--- src/dtf_pkg.sv ---
// ----------------------------------------------------------------------------
// dtf_pkg
// shared types, character codes and float constants of the text parser
// ----------------------------------------------------------------------------
package dtf_pkg;

  // character codes
  localparam logic [7:0] CH_MINUS = 8'h2D;
  localparam logic [7:0] CH_PLUS  = 8'h2B;
  localparam logic [7:0] CH_POINT = 8'h2E;
  localparam logic [7:0] CH_ZERO  = 8'h30;
  localparam logic [7:0] CH_NINE  = 8'h39;

  // single precision constants
  localparam logic [31:0] F_CENTI = 32'h3C23D70A;
  localparam logic [31:0] F_DECI  = 32'h3DCCCCCD;
  localparam logic [31:0] F_TEN   = 32'h41200000;
  localparam logic [31:0] F_INF   = 32'h7F800000;

  // biased exponent of bit 31 of the conversion word
  localparam logic [7:0] CONV_EXP = 8'd158;

  typedef enum logic [2:0] {
    S_IDLE,
    S_NORM,
    S_ROUND,
    S_SCALE,
    S_MULR,
    S_DONE
  } state_t;

  typedef struct packed {
    logic load_conv;
    logic norm_shift;
    logic conv_round;
    logic mul_load;
    logic mul_round;
    logic out_load;
  } cmd_t;

  typedef struct packed {
    logic term;
    logic term_zero;
    logic normed;
    logic scale_done;
    logic out_busy;
  } status_t;

  // round to nearest even: returns carry out and rounded significand
  function automatic logic [24:0] rne24(input logic [23:0] m, input logic g,
                                        input logic st);
    logic up;
    up = g & (st | m[0]);
    return {1'b0, m} + {24'd0, up};
  endfunction

endpackage

--- src/dtf_if.sv ---
// ----------------------------------------------------------------------------
// dtf_if
// valid/ready channels for characters in and parse results out
// ----------------------------------------------------------------------------
interface dtf_in_if;
  logic       valid;
  logic       ready;
  logic [7:0] character;
  logic       start_req;
  logic [7:0] position;

  modport source (output valid, output character, output start_req, output position,
                  input ready);
  modport sink (input valid, input character, input start_req, input position,
                output ready);
endinterface

interface dtf_out_if;
  logic              valid;
  logic              ready;
  logic              valid_res;
  logic [31:0]       value_bits;
  logic [7:0]        next_position;
  logic [26:0]       mantissa;
  logic signed [7:0] decimal_exponent;
  logic              negative;

  modport source (output valid, output valid_res, output value_bits, output next_position,
                  output mantissa, output decimal_exponent, output negative,
                  input ready);
  modport sink (input valid, input valid_res, input value_bits, input next_position,
                input mantissa, input decimal_exponent, input negative,
                output ready);
endinterface

--- src/decimal_text_to_float_parser.sv ---
// Conversion: a terminator starts conversion: up to 31 normalize shifts, one
// round, then a scale multiply and a product round per step (one step per power
// of ten, up to 127, or per hundred on the fraction side), and the load of the
// result beat, held while the output is stalled.
// Throughput: one character per cycle while parsing; no input during conversion.
// Reset (rst, synchronous) returns to idle with no number in progress.
// ----------------------------------------------------------------------------
// decimal_text_to_float_parser
// parses decimal text into mantissa, exponent and single precision value
// ----------------------------------------------------------------------------
module decimal_text_to_float_parser #(
  parameter int MAX_DIGITS = 8
) (
  input  logic      clk,
  input  logic      rst,
  dtf_in_if.sink    in_ch,
  dtf_out_if.source out_ch
);
  import dtf_pkg::*;

  cmd_t    cmd;
  status_t status;
  logic    accepting;

  assign in_ch.ready = accepting;

  dtf_ctrl u_ctrl (
    .clk       (clk),
    .rst       (rst),
    .status    (status),
    .cmd       (cmd),
    .accepting (accepting)
  );

  dtf_datapath #(.MAX_DIGITS(MAX_DIGITS)) u_dp (
    .clk              (clk),
    .rst              (rst),
    .in_fire          (in_ch.valid && accepting),
    .character        (in_ch.character),
    .start_req        (in_ch.start_req),
    .position         (in_ch.position),
    .cmd              (cmd),
    .status           (status),
    .out_ready        (out_ch.ready),
    .out_valid        (out_ch.valid),
    .valid_res        (out_ch.valid_res),
    .value_bits       (out_ch.value_bits),
    .next_position    (out_ch.next_position),
    .mantissa         (out_ch.mantissa),
    .decimal_exponent (out_ch.decimal_exponent),
    .negative         (out_ch.negative)
  );

endmodule

--- src/dtf_ctrl.sv ---
// ----------------------------------------------------------------------------
// dtf_ctrl
// sequencer: parse, normalize, round, scale loop, result hand-off
// ----------------------------------------------------------------------------
module dtf_ctrl (
  input  logic             clk,
  input  logic             rst,
  input  dtf_pkg::status_t status,
  output dtf_pkg::cmd_t    cmd,
  output logic             accepting
);
  import dtf_pkg::*;

  state_t state, state_next;

  // state register
  always_ff @(posedge clk) begin
    if (rst) begin
      state <= S_IDLE;
    end else begin
      state <= state_next;
    end
  end

  // next state and commands
  always_comb begin
    state_next = state;
    cmd = '0;
    accepting = 1'b0;
    case (state)
      S_IDLE: begin
        accepting = 1'b1;
        if (status.term) begin
          cmd.load_conv = 1'b1;
          state_next = status.term_zero ? S_DONE : S_NORM;
        end
      end
      S_NORM: begin
        if (status.normed) begin
          state_next = S_ROUND;
        end else begin
          cmd.norm_shift = 1'b1;
        end
      end
      S_ROUND: begin
        cmd.conv_round = 1'b1;
        state_next = S_SCALE;
      end
      S_SCALE: begin
        if (status.scale_done) begin
          state_next = S_DONE;
        end else begin
          cmd.mul_load = 1'b1;
          state_next = S_MULR;
        end
      end
      S_MULR: begin
        cmd.mul_round = 1'b1;
        state_next = S_SCALE;
      end
      S_DONE: begin
        if (!status.out_busy) begin
          cmd.out_load = 1'b1;
          state_next = S_IDLE;
        end
      end
      default: state_next = S_IDLE;
    endcase
  end

endmodule

--- src/dtf_datapath.sv ---
// ----------------------------------------------------------------------------
// dtf_datapath
// number state, int-to-float conversion, float multiplier, output register
// ----------------------------------------------------------------------------
module dtf_datapath #(
  parameter int MAX_DIGITS = 8
) (
  input  logic               clk,
  input  logic               rst,
  input  logic               in_fire,
  input  logic [7:0]         character,
  input  logic               start_req,
  input  logic [7:0]         position,
  input  dtf_pkg::cmd_t      cmd,
  output dtf_pkg::status_t   status,
  input  logic               out_ready,
  output logic               out_valid,
  output logic               valid_res,
  output logic [31:0]        value_bits,
  output logic [7:0]         next_position,
  output logic [26:0]        mantissa,
  output logic signed [7:0]  decimal_exponent,
  output logic               negative
);
  import dtf_pkg::*;

  localparam int ACC_W = $clog2(10 ** MAX_DIGITS);

  // number state
  logic              parsing, parsing_next;
  logic              neg, neg_next;
  logic              ap, ap_next;
  logic [ACC_W-1:0]  acc, acc_next;
  logic signed [7:0] ecnt, ecnt_next;
  logic [3:0]        ds, ds_next;
  logic [7:0]        cpos, cpos_next;
  logic              term_c;

  // float working registers
  logic [31:0]       w;
  logic [7:0]        fexp;
  logic [31:0]       f;
  logic signed [7:0] sc;
  logic [47:0]       prod;
  logic signed [9:0] pexp;
  logic              pinf;

  logic              is_digit;
  logic [3:0]        dval;
  logic              run;

  // one character step
  always_comb begin
    parsing_next = parsing;
    neg_next = neg;
    ap_next = ap;
    acc_next = acc;
    ecnt_next = ecnt;
    ds_next = ds;
    cpos_next = cpos;
    term_c = 1'b0;
    run = 1'b0;
    is_digit = (character >= CH_ZERO) && (character <= CH_NINE);
    dval = 4'(character - CH_ZERO);
    if (start_req) begin
      neg_next = 1'b0;
      ap_next = 1'b0;
      acc_next = '0;
      ecnt_next = '0;
      ds_next = '0;
      parsing_next = 1'b1;
      cpos_next = position;
      if (character == CH_MINUS || character == CH_PLUS) begin
        neg_next = (character == CH_MINUS);
        cpos_next = position + 8'd1;
      end else begin
        run = 1'b1;
      end
    end else begin
      run = parsing;
    end
    if (run) begin
      if (is_digit) begin
        if (ds_next < 4'(MAX_DIGITS + 1)) begin
          ds_next = ds_next + 4'd1;
        end
        if (ds_next <= 4'(MAX_DIGITS)) begin
          if (ap_next) begin
            ecnt_next = ecnt_next - 8'sd1;
          end
          acc_next = ACC_W'(acc_next * ACC_W'(10)) + ACC_W'(dval);
        end else if (!ap_next && ecnt_next < 8'sd127) begin
          ecnt_next = ecnt_next + 8'sd1;
        end
        cpos_next = cpos_next + 8'd1;
      end else if (character == CH_POINT && !ap_next) begin
        ap_next = 1'b1;
        cpos_next = cpos_next + 8'd1;
      end else begin
        parsing_next = 1'b0;
        term_c = 1'b1;
      end
    end
  end

  // number state registers
  always_ff @(posedge clk) begin
    if (rst) begin
      parsing <= 1'b0;
      neg <= 1'b0;
      ap <= 1'b0;
      acc <= '0;
      ecnt <= '0;
      ds <= '0;
      cpos <= '0;
    end else if (in_fire) begin
      parsing <= parsing_next;
      neg <= neg_next;
      ap <= ap_next;
      acc <= acc_next;
      ecnt <= ecnt_next;
      ds <= ds_next;
      cpos <= cpos_next;
    end
  end

  // scale step selection
  logic [31:0]       kconst;
  logic signed [7:0] sc_step;
  always_comb begin
    if (sc <= -8'sd2) begin
      kconst = F_CENTI;
      sc_step = sc + 8'sd2;
    end else if (sc < 8'sd0) begin
      kconst = F_DECI;
      sc_step = '0;
    end else begin
      kconst = F_TEN;
      sc_step = sc - 8'sd1;
    end
  end

  // rounding of the conversion word and of the product
  logic [24:0]       conv_r;
  logic [23:0]       pm;
  logic              pg, pst;
  logic [24:0]       mul_r;
  logic signed [9:0] mexp;
  always_comb begin
    conv_r = rne24(w[31:8], w[7], |w[6:0]);
    if (prod[47]) begin
      pm = prod[47:24];
      pg = prod[23];
      pst = |prod[22:0];
    end else begin
      pm = prod[46:23];
      pg = prod[22];
      pst = |prod[21:0];
    end
    mul_r = rne24(pm, pg, pst);
    mexp = pexp + 10'(prod[47]) + 10'(mul_r[24]);
  end

  // float unit registers
  always_ff @(posedge clk) begin
    if (cmd.load_conv) begin
      w <= 32'(acc_next);
      fexp <= CONV_EXP;
      f <= '0;
      sc <= ecnt_next;
    end
    if (cmd.norm_shift) begin
      w <= {w[30:0], 1'b0};
      fexp <= fexp - 8'd1;
    end
    if (cmd.conv_round) begin
      f <= {1'b0, fexp + 8'(conv_r[24]), conv_r[24] ? 23'd0 : conv_r[22:0]};
    end
    if (cmd.mul_load) begin
      prod <= {1'b1, f[22:0]} * {1'b1, kconst[22:0]};
      pexp <= $signed({2'b00, f[30:23]}) + $signed({2'b00, kconst[30:23]}) - 10'sd127;
      pinf <= (f[30:23] == 8'hFF);
      sc <= sc_step;
    end
    if (cmd.mul_round) begin
      if (pinf || mexp >= 10'sd255) begin
        f <= F_INF;
      end else begin
        f <= {1'b0, mexp[7:0], mul_r[24] ? 23'd0 : mul_r[22:0]};
      end
    end
  end

  // output register
  logic vr;
  always_ff @(posedge clk) begin
    if (rst) begin
      out_valid <= 1'b0;
    end else if (cmd.out_load) begin
      out_valid <= 1'b1;
    end else if (out_ready) begin
      out_valid <= 1'b0;
    end
  end

  assign vr = (ds != 4'd0);
  always_ff @(posedge clk) begin
    if (cmd.out_load) begin
      valid_res <= vr;
      value_bits <= vr ? {neg, f[30:0]} : 32'd0;
      next_position <= cpos;
      mantissa <= vr ? 27'(32'(acc)) : 27'd0;
      decimal_exponent <= vr ? ecnt : 8'sd0;
      negative <= neg;
    end
  end

  // status to the sequencer
  assign status.term = in_fire && term_c;
  assign status.term_zero = (acc_next == '0);
  assign status.normed = w[31];
  assign status.scale_done = (sc == 8'sd0);
  assign status.out_busy = out_valid && !out_ready;

endmodule

--- src/flat_wrapper.sv ---
// flat-port wrapper written by rule: the top's interface ports become plain ports
module decimal_text_to_float_parser_flat import dtf_pkg::*;
#(
  parameter int MAX_DIGITS = 8
)
  (clk, rst, in_ch_valid, in_ch_character, in_ch_start_req, in_ch_position, in_ch_ready, out_ch_valid, out_ch_valid_res, out_ch_value_bits, out_ch_next_position, out_ch_mantissa, out_ch_decimal_exponent, out_ch_negative, out_ch_ready);
  dtf_in_if in_ch_i ();
  dtf_out_if out_ch_i ();
  input  logic clk;
  input  logic rst;
  input wire logic [$bits(in_ch_i.valid)-1:0] in_ch_valid;
  input wire logic [$bits(in_ch_i.character)-1:0] in_ch_character;
  input wire logic [$bits(in_ch_i.start_req)-1:0] in_ch_start_req;
  input wire logic [$bits(in_ch_i.position)-1:0] in_ch_position;
  output wire logic [$bits(in_ch_i.ready)-1:0] in_ch_ready;
  output wire logic [$bits(out_ch_i.valid)-1:0] out_ch_valid;
  output wire logic [$bits(out_ch_i.valid_res)-1:0] out_ch_valid_res;
  output wire logic [$bits(out_ch_i.value_bits)-1:0] out_ch_value_bits;
  output wire logic [$bits(out_ch_i.next_position)-1:0] out_ch_next_position;
  output wire logic [$bits(out_ch_i.mantissa)-1:0] out_ch_mantissa;
  output wire logic [$bits(out_ch_i.decimal_exponent)-1:0] out_ch_decimal_exponent;
  output wire logic [$bits(out_ch_i.negative)-1:0] out_ch_negative;
  input wire logic [$bits(out_ch_i.ready)-1:0] out_ch_ready;
  assign in_ch_i.valid = in_ch_valid;
  assign in_ch_i.character = in_ch_character;
  assign in_ch_i.start_req = in_ch_start_req;
  assign in_ch_i.position = in_ch_position;
  assign in_ch_ready = in_ch_i.ready;
  assign out_ch_valid = out_ch_i.valid;
  assign out_ch_valid_res = out_ch_i.valid_res;
  assign out_ch_value_bits = out_ch_i.value_bits;
  assign out_ch_next_position = out_ch_i.next_position;
  assign out_ch_mantissa = out_ch_i.mantissa;
  assign out_ch_decimal_exponent = out_ch_i.decimal_exponent;
  assign out_ch_negative = out_ch_i.negative;
  assign out_ch_i.ready = out_ch_ready;
  decimal_text_to_float_parser #(.MAX_DIGITS(MAX_DIGITS)) u_core (.clk(clk), .rst(rst), .in_ch(in_ch_i), .out_ch(out_ch_i));
endmodule
--- config.mk ---
export PLATFORM = sky130hd
export DESIGN_NAME = decimal_text_to_float_parser_flat
export DESIGN_NICKNAME = d
export VERILOG_FILES = /design/src/dtf_pkg.sv /design/src/dtf_if.sv /design/src/decimal_text_to_float_parser.sv /design/src/dtf_ctrl.sv /design/src/dtf_datapath.sv /design/src/flat_wrapper.sv
export SDC_FILE = /design/constraint.sdc
export NUM_CORES = 2
export LEC_CHECK = 0
export ABC_AREA = 1
export BUFFER_PORTS_ARGS = -buffer_cell sky130_fd_sc_hd__buf_2
export CORE_ASPECT_RATIO = 0.6
export CORE_MARGIN = 5
export CORE_UTILIZATION = 40
export DETAILED_ROUTE_END_ITERATION = 7
export GPL_TIMING_DRIVEN = 0
export HOLD_SLACK_MARGIN = 0.15
export PLACE_DENSITY = 0.68
export SKIP_CTS_REPAIR_TIMING = 1
export SYNTH_ARGS = -nofsm -noshare
export SYNTH_HDL_FRONTEND = slang
export SYNTH_SLANG_ARGS = --single-unit
--- constraint.sdc ---
create_clock -name clk -period 7.88 [get_ports clk]
set_input_delay 0.788 -clock clk [delete_from_list [all_inputs] [get_ports clk]]
set_output_delay 0.788 -clock clk [all_outputs]
set_load 0.1 [all_outputs]
==> results.toml <==
[worst_setup_path]
critPathSlowestCell = "fa_1"
critPathCaptureType = "flip-flop"
path_common_cell = "fa_1"
path_class = "reg2reg"
cp.arrival_ps = 8580
worst_setup_path_start_kind = "flip-flop"
crit_path_max_fanout = 5
slowest_delay_ps = 590
cp.required_ps = 8220

[floorplan]
die_w_um = 370
row_count = 79
dieArea_um2 = 83500
start_util_pct = 40.2
num_io_pins = 100
fp.dieH_um = 226
core_um2 = 77200

[route]
routed_via_density = 5.25
wl_per_cell_um = 20.1
dr.pass1.iters = 7
wl_mm = 101
drtIter0Drc = 2854
antenna_left = 0
drc = 0
via_count = 26300

[clock_tree]
clkSlewWorstSetupHoldPaths_ps = 70
clock_sinks = 269
cts_buffers = 31
clock_tree.root_cell = "clkbuf_16"
cts_tree = "done"
insertion_delay_ps = 610
clock_tree.htree_level_count = 1
clock_path_buffers = 3

[global_route]
antenna_found_initial = 3
grt_max_degree = 60
first_global_vias = 24300
grt_first_pass_wirelength_mm = 145
grt_usage_pct = 22.8
overflow = 0

[final_layout]
synthToLayoutAreaGrowth_pct = 18.5
drive_gt1_share_pct = 16.3
nets = 4645
post-route-cell-area_um2 = 36800
fill_cells = 7182

[status]
status = "finished, violations left"
violations = "setup timing"

[place]
io_buffer_count = 98
place.gp.congestion = 1.04
hpwl_mm = 80.4
placed_cell_area_um2 = 33000
place_ws_ps = -3230

[min_path]
holdCritPathClass = "reg2reg"

[logic_synthesis]
synth_top_flop_cell = "edfxtp_1"
synth_cell_types = 61
yosysWarnings = 0
syn-num-nets = 4341
synth-edff-count = 214
syn_area_um2 = 31000
synth_cells = 3629
synth_area_leaders = "fa_1 24%, edfxtp_1 21%, ha_1 13%, inv_1 11%, nand2_1 6.3%"
postSynth.asyncResetShare_pct = 0
synth_top_area_cell = "fa_1"
synth.top_cell.area_share_pct = 23.9
syn_area_per_cell_um2 = 8.55
ys_seq_area_share_pct = 24.2
ys_ff_latch = 269

[timing]
skew_ps = 16.8
setup_viol = 8
hold_violations = 0
fmax_ghz = 0.121
final.setup.tns_ps = -1280
grt_setup_unrepaired = "yes"
worst_slew_pin_slew_ps = 1060
timing.final.crit_share_pct = 105
final_max_slew_viol_count = 0
relSlewSlack_pct = 29.4
min_period_ps = 8240
worst_slack_ps = -361

[job]
cap_violations = 0
[state kept, by name, indices dropped and copies added, names as in the netlist, 10 cells and up]
name and flops:
u_core.u_dp.prod 48, u_core.u_dp.w 32, u_core.u_dp.mantissa 27, u_core.u_dp.value_bits 32, u_core.u_dp.pexp 10, u_core.u_dp.acc 27
u_core.u_dp.f 31
[metrics by stage]
stage	utilization [%]	hold slack, ps	std cells
global placement	42.6	443	4780
finish	47.7	463	5012
CTS	44.0	461	4843
global route	47.7	479	5012
detailed placement	42.7	448	4785
floorplan	-	408	3629
[per-layer routing]
metal	track usage, %	vias up	share of wire [%]
li1	-	12000	-
met1	35.1	12700	46
met2	28.6	1443	37
met3	10.6	170	15
met4	4.17	4	2.3
met5	0.396	-	0.086
[worst paths after layout]
kind,startpoint,to,slack (ps),cells after the start
max,u_core.u_dp.sc[2]$_DFFE_PP_,u_core.u_dp.prod[47]$_DFFE_PP_,-360,35
min,u_core.u_dp.neg$_SDFFE_PP0P_,u_core.u_dp.negative$_DFFE_PP_,460,0
min reg2reg,u_core.u_dp.neg$_SDFFE_PP0P_,u_core.u_dp.negative$_DFFE_PP_,460,0
max reg2reg,u_core.u_dp.sc[2]$_DFFE_PP_,u_core.u_dp.prod[47]$_DFFE_PP_,-360,35
[layout by cell type, fill, tap and decap left out, types with 12 or more instances in the layout]
| cell | Yosys | layout |
|---|---|---|
| a21oi_1 | 158 | 134 |
| a21oi_2 | 1 | 19 |
| a31oi_1 | 20 | 14 |
| buf_2 | 3 | 101 |
| buf_4 | 2 | 152 |
| buf_6 | 4 | 21 |
| clkbuf_1 | 52 | 48 |
| clkbuf_16 | 0 | 34 |
| clkinvlp_4 | 0 | 12 |
| dfxtp_1 | 55 | 55 |
| edfxtp_1 | 214 | 214 |
| fa_1 | 370 | 345 |
| fa_2 | 0 | 25 |
| ha_1 | 321 | 292 |
| ha_4 | 0 | 26 |
| inv_1 | 903 | 843 |
| inv_2 | 3 | 49 |
| nand2_1 | 521 | 503 |
| nand2_2 | 7 | 23 |
| nand3_1 | 126 | 123 |
| nand4_1 | 38 | 38 |
| nor2_1 | 354 | 300 |
| nor2_2 | 12 | 16 |
| nor2_4 | 3 | 53 |
| nor3_1 | 25 | 23 |
| nor4_1 | 15 | 12 |
| o211ai_1 | 14 | 14 |
| o21ai_0 | 142 | 136 |
| o22ai_1 | 33 | 33 |
| or2_2 | 23 | 14 |
| xnor2_1 | 38 | 38 |
| xor2_1 | 81 | 80 |
[layout make-up]
cell class,count,area (µm²),area share (%)
sequential,269,7530,20.5
inverter,908,3460,9.40
antenna,1,2.50,0.00680
tap,1053,1320,3.58
buffer,63,373,1.01
multi-input combinational,2388,21100,57.4
clock buffer,42,890,2.42
timing repair buffer,272,2010,5.46
clock inverter,16,114,0.309
[cells in the mapped netlist (4+ instances only)]
library cell	n
ha_1	321
nand2_1	521
o211ai_1	14
nand4_1	38
a31oi_1	20
o21bai_1	7
clkbuf_1	52
o31ai_1	5
nand2_2	7
o22ai_1	33
or2_2	23
a21boi_0	4
nor4_1	15
a21oi_1	158
inv_1	903
o21a_1	5
mux2i_1	8
buf_6	4
o21ai_0	142
nor2_2	12
o32ai_1	4
xor2_1	81
o221ai_1	5
edfxtp_1	214
nor3_1	25
nand3_1	126
xnor2_1	38
dfxtp_1	55
fa_1	370
o21ai_1	10
nor2_1	354
a21o_1	5
[logic make-up (layout without fill, tap and decap cells)]
family	Yosys count	count (layout)	share of synthesized area [%]
compound gates	429	429	7.83
xor+xnor	119	119	3.36
fa+ha+maj	691	691	36.8
buf+inv	973	1301	11.9
flops	269	269	24.2
mux	8	8	0.258
other cells	0	1	0
simple gates	1140	1141	15.6
[critical path: cells and delay by family, from the launching register on]
kind	cells	cell delay [ps]
AND/OR/NAND/NOR	8	1380
flip-flops	1	470
AO/OA/AOI/OAI	9	1500
XOR/XNOR	1	120
buffers and inverters	9	1040
adder cells (fa/ha/maj)	8	3460
Power is left out: the tool's default activity adds up to more than one toggle a clock period on the data nets, which glitch-free logic cannot reach.
